[config.mk]
export PLATFORM = sky130hd
export DESIGN_NAME = gdda_ctrl
export DESIGN_NICKNAME = d
export VERILOG_FILES = /design/src/rtl/gdda_pkg.sv /design/src/rtl/gdda_ctrl.sv
export SDC_FILE = /design/constraint.sdc
export NUM_CORES = 1
export LEC_CHECK = 0
export ABC_AREA = 1
export BUFFER_PORTS_ARGS = -buffer_cell sky130_fd_sc_hd__buf_2
export CAP_MARGIN = 40
export CORE_MARGIN = 4
export CORE_UTILIZATION = 25
export CTS_CLUSTER_SIZE = 20
export DETAILED_ROUTE_END_ITERATION = 10
export PLACE_DENSITY = 0.45
export SLEW_MARGIN = 10
export SYNTH_ARGS = -nofsm -noshare
export SYNTH_HDL_FRONTEND = slang
export SYNTH_SLANG_ARGS = --single-unit
[constraint.sdc]
create_clock -name clk -period 1.8 [get_ports clk]
set_clock_uncertainty 0.2 [all_clocks]
set_input_delay 0.18 -clock clk [delete_from_list [all_inputs] [get_ports clk]]
set_output_delay 0.18 -clock clk [all_outputs]
set_load 0.01 [all_outputs]
[src/rtl/gdda_pkg.sv]
// Shared types, constants and command codes for the grid DDA wall raycaster.
`timescale 1ns / 1ps
package gdda_pkg;

	localparam int MAP_DIM_DEF    = 32;
	localparam int TEX_SIZE_DEF   = 64;
	localparam int MAX_SCREEN_DEF = 2048;

	localparam int CFG_IDX_W  = 3;
	localparam int CFG_DATA_W = 21;

	localparam logic [20:0] POS_X_RST   = 21'd1441792;
	localparam logic [20:0] POS_Y_RST   = 21'd786432;
	localparam logic [15:0] DIR_X_RST   = 16'hC000;
	localparam logic [15:0] DIR_Y_RST   = 16'h0000;
	localparam logic [15:0] PLANE_X_RST = 16'h0000;
	localparam logic [15:0] PLANE_Y_RST = 16'd10813;
	localparam logic [11:0] SCR_W_RST   = 12'd640;
	localparam logic [11:0] SCR_H_RST   = 12'd480;

	localparam logic [23:0] DELTA_MAX = 24'hFFFFFF;
	localparam logic [22:0] STEP_MAX  = 23'h7FFFFF;
	localparam logic [21:0] START_MAX = 22'h3FFFFF;

	typedef enum logic [CFG_IDX_W-1:0] {
		REG_POS_X   = 3'd0,
		REG_POS_Y   = 3'd1,
		REG_DIR_X   = 3'd2,
		REG_DIR_Y   = 3'd3,
		REG_PLANE_X = 3'd4,
		REG_PLANE_Y = 3'd5,
		REG_SCR_W   = 3'd6,
		REG_SCR_H   = 3'd7
	} cfg_reg_t;

	typedef enum logic {
		OPC_TILE = 1'b0,
		OPC_CAST = 1'b1
	} opc_t;

	typedef struct packed {
		logic        opcode;
		logic [10:0] column;
		logic [4:0]  cell_x;
		logic [4:0]  cell_y;
		logic [3:0]  tile_kind;
	} in_item_t;

	typedef struct packed {
		logic [10:0] column_out;
		logic [10:0] draw_start;
		logic [10:0] draw_end;
		logic [3:0]  texture_index;
		logic [5:0]  texture_column;
		logic        side_hit;
		logic [22:0] tex_step;
		logic [21:0] tex_start;
		logic        status;
	} out_item_t;

	typedef enum logic [4:0] {
		OP_NONE,
		OP_CLEAR,
		OP_LOAD,
		OP_CAM_GO,
		OP_CAM_END,
		OP_RAY_MUL,
		OP_RAY_ADD,
		OP_DX_GO,
		OP_DX_END,
		OP_DY_GO,
		OP_DY_END,
		OP_SIDE_MUL,
		OP_SIDE_SET,
		OP_STEP,
		OP_READ,
		OP_PERP,
		OP_LINE_GO,
		OP_LINE_END,
		OP_SPAN,
		OP_WALL,
		OP_TSTEP_GO,
		OP_TSTEP_END,
		OP_START_MUL,
		OP_START_SAT,
		OP_EMIT,
		OP_MISS
	} dp_op_t;

	typedef enum logic [4:0] {
		ST_CLEAR,
		ST_IDLE,
		ST_CAST,
		ST_CAM_WAIT,
		ST_RAY_MUL,
		ST_RAY_ADD,
		ST_DX_GO,
		ST_DX_WAIT,
		ST_DY_GO,
		ST_DY_WAIT,
		ST_SIDE_MUL,
		ST_SIDE_SET,
		ST_STEP,
		ST_READ,
		ST_CHECK,
		ST_PERP,
		ST_LINE_GO,
		ST_LINE_WAIT,
		ST_SPAN,
		ST_WALL,
		ST_TSTEP_GO,
		ST_TSTEP_WAIT,
		ST_START_MUL,
		ST_START_SAT,
		ST_EMIT,
		ST_MISS
	} ctrl_state_t;

	typedef struct packed {
		dp_op_t op;
	} dp_cmd_t;

	typedef struct packed {
		logic is_cast;
		logic off_screen;
		logic viewer_out;
		logic clear_done;
		logic div_done;
		logic out_map;
		logic hit;
		logic walk_last;
		logic out_free;
	} dp_stat_t;

endpackage

[src/rtl/gdda_ctrl.sv]
// Sequencer for tile writes, map clear and the per-column ray cast.
`timescale 1ns / 1ps
module gdda_ctrl (
	input  logic              clk,
	input  logic              arst_n,
	input  logic              in_valid,
	output logic              in_ready,
	input  gdda_pkg::dp_stat_t stat,
	output gdda_pkg::dp_cmd_t  cmd
);
	gdda_pkg::ctrl_state_t state_q, state_d;

	always_ff @(posedge clk or negedge arst_n) begin
		if (!arst_n)
			state_q <= gdda_pkg::ST_CLEAR;
		else
			state_q <= state_d;
	end

	always_comb begin
		state_d  = state_q;
		cmd.op   = gdda_pkg::OP_NONE;
		in_ready = 1'b0;
		case (state_q)
			gdda_pkg::ST_CLEAR: begin
				cmd.op = gdda_pkg::OP_CLEAR;
				if (stat.clear_done)
					state_d = gdda_pkg::ST_IDLE;
			end
			gdda_pkg::ST_IDLE: begin
				in_ready = 1'b1;
				if (in_valid) begin
					cmd.op  = gdda_pkg::OP_LOAD;
					state_d = gdda_pkg::ST_CAST;
				end
			end
			gdda_pkg::ST_CAST: begin
				if (!stat.is_cast || stat.off_screen) begin
					state_d = gdda_pkg::ST_IDLE;
				end else if (stat.viewer_out) begin
					state_d = gdda_pkg::ST_MISS;
				end else begin
					cmd.op  = gdda_pkg::OP_CAM_GO;
					state_d = gdda_pkg::ST_CAM_WAIT;
				end
			end
			gdda_pkg::ST_CAM_WAIT: begin
				if (stat.div_done) begin
					cmd.op  = gdda_pkg::OP_CAM_END;
					state_d = gdda_pkg::ST_RAY_MUL;
				end
			end
			gdda_pkg::ST_RAY_MUL: begin
				cmd.op  = gdda_pkg::OP_RAY_MUL;
				state_d = gdda_pkg::ST_RAY_ADD;
			end
			gdda_pkg::ST_RAY_ADD: begin
				cmd.op  = gdda_pkg::OP_RAY_ADD;
				state_d = gdda_pkg::ST_DX_GO;
			end
			gdda_pkg::ST_DX_GO: begin
				cmd.op  = gdda_pkg::OP_DX_GO;
				state_d = gdda_pkg::ST_DX_WAIT;
			end
			gdda_pkg::ST_DX_WAIT: begin
				if (stat.div_done) begin
					cmd.op  = gdda_pkg::OP_DX_END;
					state_d = gdda_pkg::ST_DY_GO;
				end
			end
			gdda_pkg::ST_DY_GO: begin
				cmd.op  = gdda_pkg::OP_DY_GO;
				state_d = gdda_pkg::ST_DY_WAIT;
			end
			gdda_pkg::ST_DY_WAIT: begin
				if (stat.div_done) begin
					cmd.op  = gdda_pkg::OP_DY_END;
					state_d = gdda_pkg::ST_SIDE_MUL;
				end
			end
			gdda_pkg::ST_SIDE_MUL: begin
				cmd.op  = gdda_pkg::OP_SIDE_MUL;
				state_d = gdda_pkg::ST_SIDE_SET;
			end
			gdda_pkg::ST_SIDE_SET: begin
				cmd.op  = gdda_pkg::OP_SIDE_SET;
				state_d = gdda_pkg::ST_STEP;
			end
			gdda_pkg::ST_STEP: begin
				cmd.op  = gdda_pkg::OP_STEP;
				state_d = gdda_pkg::ST_READ;
			end
			gdda_pkg::ST_READ: begin
				if (stat.out_map) begin
					state_d = gdda_pkg::ST_MISS;
				end else begin
					cmd.op  = gdda_pkg::OP_READ;
					state_d = gdda_pkg::ST_CHECK;
				end
			end
			gdda_pkg::ST_CHECK: begin
				if (stat.hit)
					state_d = gdda_pkg::ST_PERP;
				else if (stat.walk_last)
					state_d = gdda_pkg::ST_MISS;
				else
					state_d = gdda_pkg::ST_STEP;
			end
			gdda_pkg::ST_PERP: begin
				cmd.op  = gdda_pkg::OP_PERP;
				state_d = gdda_pkg::ST_LINE_GO;
			end
			gdda_pkg::ST_LINE_GO: begin
				cmd.op  = gdda_pkg::OP_LINE_GO;
				state_d = gdda_pkg::ST_LINE_WAIT;
			end
			gdda_pkg::ST_LINE_WAIT: begin
				if (stat.div_done) begin
					cmd.op  = gdda_pkg::OP_LINE_END;
					state_d = gdda_pkg::ST_SPAN;
				end
			end
			gdda_pkg::ST_SPAN: begin
				cmd.op  = gdda_pkg::OP_SPAN;
				state_d = gdda_pkg::ST_WALL;
			end
			gdda_pkg::ST_WALL: begin
				cmd.op  = gdda_pkg::OP_WALL;
				state_d = gdda_pkg::ST_TSTEP_GO;
			end
			gdda_pkg::ST_TSTEP_GO: begin
				cmd.op  = gdda_pkg::OP_TSTEP_GO;
				state_d = gdda_pkg::ST_TSTEP_WAIT;
			end
			gdda_pkg::ST_TSTEP_WAIT: begin
				if (stat.div_done) begin
					cmd.op  = gdda_pkg::OP_TSTEP_END;
					state_d = gdda_pkg::ST_START_MUL;
				end
			end
			gdda_pkg::ST_START_MUL: begin
				cmd.op  = gdda_pkg::OP_START_MUL;
				state_d = gdda_pkg::ST_START_SAT;
			end
			gdda_pkg::ST_START_SAT: begin
				cmd.op  = gdda_pkg::OP_START_SAT;
				state_d = gdda_pkg::ST_EMIT;
			end
			gdda_pkg::ST_EMIT: begin
				if (stat.out_free) begin
					cmd.op  = gdda_pkg::OP_EMIT;
					state_d = gdda_pkg::ST_IDLE;
				end
			end
			gdda_pkg::ST_MISS: begin
				if (stat.out_free) begin
					cmd.op  = gdda_pkg::OP_MISS;
					state_d = gdda_pkg::ST_IDLE;
				end
			end
			default: begin
				state_d = gdda_pkg::ST_IDLE;
			end
		endcase
	end
endmodule

======== After elaboration in Yosys (flattened, before gate mapping) ========
Cells that the tools add are included.
word-level totals
  bits in registers ....................... 5
  input bits .............................. 12
  logic and storage cells ................. 66
cells by class
  reductions and logical operators ........ 5
  equality and inequality tests ........... 33
  mux-type cells .......................... 27
operator list
  cell                                                  count
  case mux 5 bit (25 select lines)                      2
  two-way mux 5 bit                                     17
  equality test 5 bit (second input constant)           10
  equality test 5 x 4 -> 1 bit (second input constant)  8
  equality test 5 x 3 -> 1 bit (second input constant)  4
  != test 2 bit (second input constant)                 7
  two-way mux 4 bit                                     3
  equality test 5 x 2 -> 1 bit (second input constant)  2
  AND reduction 8 bit                                   1
  two-way mux 2 bit                                     3
  equality test 5 x 1 -> 1 bit (second input constant)  1
  logical NOT 5 bit                                     1
  two-way mux 3 bit                                     1
  != test 2 x 1 -> 1 bit (second input constant)        1
  OR reduction 2 bit                                    1
  logical NOT 1 bit                                     1
  logical OR 1 bit                                      1
  two-way mux 1 bit                                     1

======== Logic depth before layout (Yosys ltp) ========
  word-level depth ........................ 4
  depth in mapped cells ................... 11
  mapped depth without buffers ............ 10

======== Worst setup path after synthesis ========
OpenSTA, ideal clock, no wires.
  path kind ............................... reg-to-output
  from .................................... register state_q[2]
  to ...................................... output cmd[3] (netlist bit)
  stages on the path, launching flop included .. 9
  data arrival time ....................... 1.170 ns
  setup slack ............................. 0.250 ns
  path buffers ............................ 1
  path through ............................ dfrtp_1 -> buf_4 -> inv_1 -> nand2_1 -> nor2_2 -> nand2_2 -> o21ai_0 -> nor3_1 -> nand3_1
RTL lines
  element                 RTL line         source
  start, declared         gdda_ctrl.sv:11  gdda_pkg::ctrl_state_t state_q, state_d;
  start signal, assigned  gdda_ctrl.sv:15  state_q <= gdda_pkg::ST_CLEAR;
  start signal, assigned  gdda_ctrl.sv:17  state_q <= state_d;
  end, declared           gdda_ctrl.sv:9   output gdda_pkg::dp_cmd_t cmd

==> summary.md <==
| Metric | Value |
|---|---|
| Outcome | `finished, violations left` |
| Failing checks | `negative setup slack` |
| Distinct cells, synth | `26` |
| Synth area leader | `nand2_1` |
| Antenna Nets Post-Route | `0` |
| Filler cell count in the final layout | `360` |
| Syn nets | `178` |
| Commonest non-fill, non-tap cell in the layout | `nand2_1` |
| Fin. max-slew vios | `0` |
| Post-route non-filler standard cell count | `250` |
| Max reg flops | `5` |
| Die area | `4680 µm²` |
| Final total power | `2.29 mW` |
| Post-route minimum period | `~2.0 ns` |
| Hold WS | `0.0970 ns` |
| Total negative setup slack | `-0.617 ns` |
| Worst-skew pair later-pin latency | `0.22 ns` |
| Final Net Count | `217` |
| R2R Setup Slk | `0 ns` |
| Initial antenna violation count | `0` |
| Top_reg_cell synth | `dfrtp_1` |
| Clock transition at path regs | `0.03 ns` |
| I/O pin count | `18` |
| First-pass GRT wire length | `5490 µm` |
| Largest net degree at the start of global routing | `9` |
| N_diodes | `0` |
| FMAX | `~0.51 GHz` |
| Routed length per placed instance | `13.0 µm` |
| DPL Wire Length | `2530 µm` |
| Post-synth EDFFs | `0` |
| TritonCTS clock tree | `yes` |
| CP endpoint kind | `primary output` |
| CP Class | `flip-flop to primary output` |
| Reg area | `130 µm²` |
| Vias in the first global route | `1319` |
| Routed wire length | `3260 µm` |
| Max_cap viols | `0` |
| Gate Count Post-Synth | `166` |
| Synth warn | `0` |
| RR Endpoint | `state_q[2]` |
| Final setup viols | `5` |
| CTS Buf Count | `3` |
| Biggest register | `state_q` |
| Root buffer cell | `clkbuf_8` |
| Critical Path Fanout Max | `8` |
| Drt first pass iters | `4` |
| FFs w/ async S/R, synth | `1.00` |
| Worst r2r src | `state_q[0]` |
| Yosys top cell area share | `0.210` |
| Worst-Margin Slew | `0.337 ns` |
| Die height | `68.4 µm` |
| Fin util | `0.390` |
| Most frequent cells in the layout | `46 x nand2_1, 22 x nand3_1, 19 x nor2_1` |
| Post-synthesis sequential area ratio | `0.137` |
| Worst Path Arrival | `1.58 ns` |
| PnR worst setup slack | `-0.159 ns` |
| Hold Violations, Final | `0` |
| Hold Crit Class | `input pin to async pin` |
| Startpoint types | `flip-flop` |
| Width of the die | `68.4 µm` |
| Initial Util | `0.265` |
| Layout cell share with drive strength beyond 1 | `0.451` |
| Req. time, crit path | `1.42 ns` |
| Largest regs | `state_q (5)` |
| Starting DRT DRC Count | `between 100 and 150` |
| #FFs+latches synth | `5` |
| Worst vdd ir | `0.724 mV` |
| Via count | `1247` |
| PD cells | `between 1500 and 2000 nW/µm²` |
| Total Routing Usage GR | `0.151` |
| Area of the multi-input gates | `788 µm²` |
| Max Root-Sink Buffers | `2` |
| RSZ-0062 raised after global routing | `true` |
| CTS HTree Levels | `1` |
| Top post-synthesis cells by area | `nand2_1 21%, dfrtp_1 14%, nand3_1 14%, nor2_1 9.9%, nand2_2 6.2%` |
| Leakage | `0.711 nW` |
| Cell row count | `21` |
| DRC violations left | `0` |
| Synth-to-layout area growth | `47.3%` |
| Cell count after placement | `about 240` |
| Grt ovf | `0` |
| Synthesized area | `a little over 900 µm²` |
| Crit share post-route | `1.09` |
| Port Buffers | `17` |
| Syn avg cell area | `roughly 5.5 µm²` |
| Global placer's final weighted congestion | `0.930` |
| R2R cell count | `8` |
| Max_slew headroom | `0.773` |
| Vias per cell | `4.99` |
| Core area | `3440 µm²` |
| Clock sinks | `5` |
-- cell families after synthesis --
logic type / Yosys count / synth area share
compound gates: 12 / 0.0823
buf+inv: 21 / 0.115
flops: 5 / 0.137
simple gates: 128 / 0.665
-- area by class of cell --
| class | count | share of cell area |
|---|---|---|
| clock buffer | 4 | 0.0335 |
| inverter | 17 | 0.0493 |
| multi-input combinational | 140 | 0.587 |
| sequential | 5 | 0.0968 |
| tap | 46 | 0.0428 |
| timing repair buffer | 38 | 0.191 |
-- synth_stat cells, types with 3 or more instances --
master / number
buf_6: 3
dfrtp_1: 5
inv_1: 11
inv_2: 6
nand2_1: 51
nand2_2: 9
nand3_1: 25
nor2_1: 24
nor2_2: 4
nor2_4: 3
nor3_1: 5
o211ai_1: 3
o21ai_0: 4
-- worst max-delay path, cell delays in order, from the launching register on --
cell and delay (ns):
dfrtp_1 0.43, inv_2 0.13, buf_4 0.18, nor3_1 0.31, nor2_2 0.10, nand4_1 0.07
buf_2 0.13
-- per-layer routing --
metal	global-route usage	wire [µm]	share of wire	vias up
li1	-	-	-	615
met1	0.175	1300	0.40	557
met2	0.262	1570	0.48	59
met3	0.0213	239	0.073	16
met4	0.0844	150	0.046	0
met5	0	0	0	-
-- how the worst max path moves through the flow --
stage | startpoint | end | slack, ns | depth (start not counted)
floorplan | state_q[2] | cmd[3] | 0.25 | 8
global placement | state_q[2] | cmd[3] | -0.01 | 8
detailed placement | state_q[2] | cmd[3] | -0.04 | 8
CTS | state_q[2] | cmd[0] | -0.08 | 6
global route | state_q[4] | cmd[2] | -0.26 | 6
finish | state_q[4] | cmd[2] | -0.16 | 6
-- where the power goes --
part           internal, mW  switching [mW]  total [mW]
registers             0.175           0.134       0.309
logic                 0.708            1.07        1.78
clock network         0.152          0.0517       0.203
-- per-stage QoR --
stage	area, µm²	setup WS, ns
2_1_floorplan	912	0.250
3_3_place_gp	1090	-0.0101
3_5_place_dp	1090	-0.0350
4_1_cts	1250	-0.0830
5_1_grt	1340	-0.255
6_report	1340	-0.159
-- what timing repair did --
action,4_1_cts,5_1_grt
resized for setup,19,20
endpoints found under the hold margin,5,0
setup buffers,8,2
pin swaps,4,7
hold buffers,1,0
endpoints found under the setup margin,6,11
Note: power is estimated with default switching activity, not from simulation.
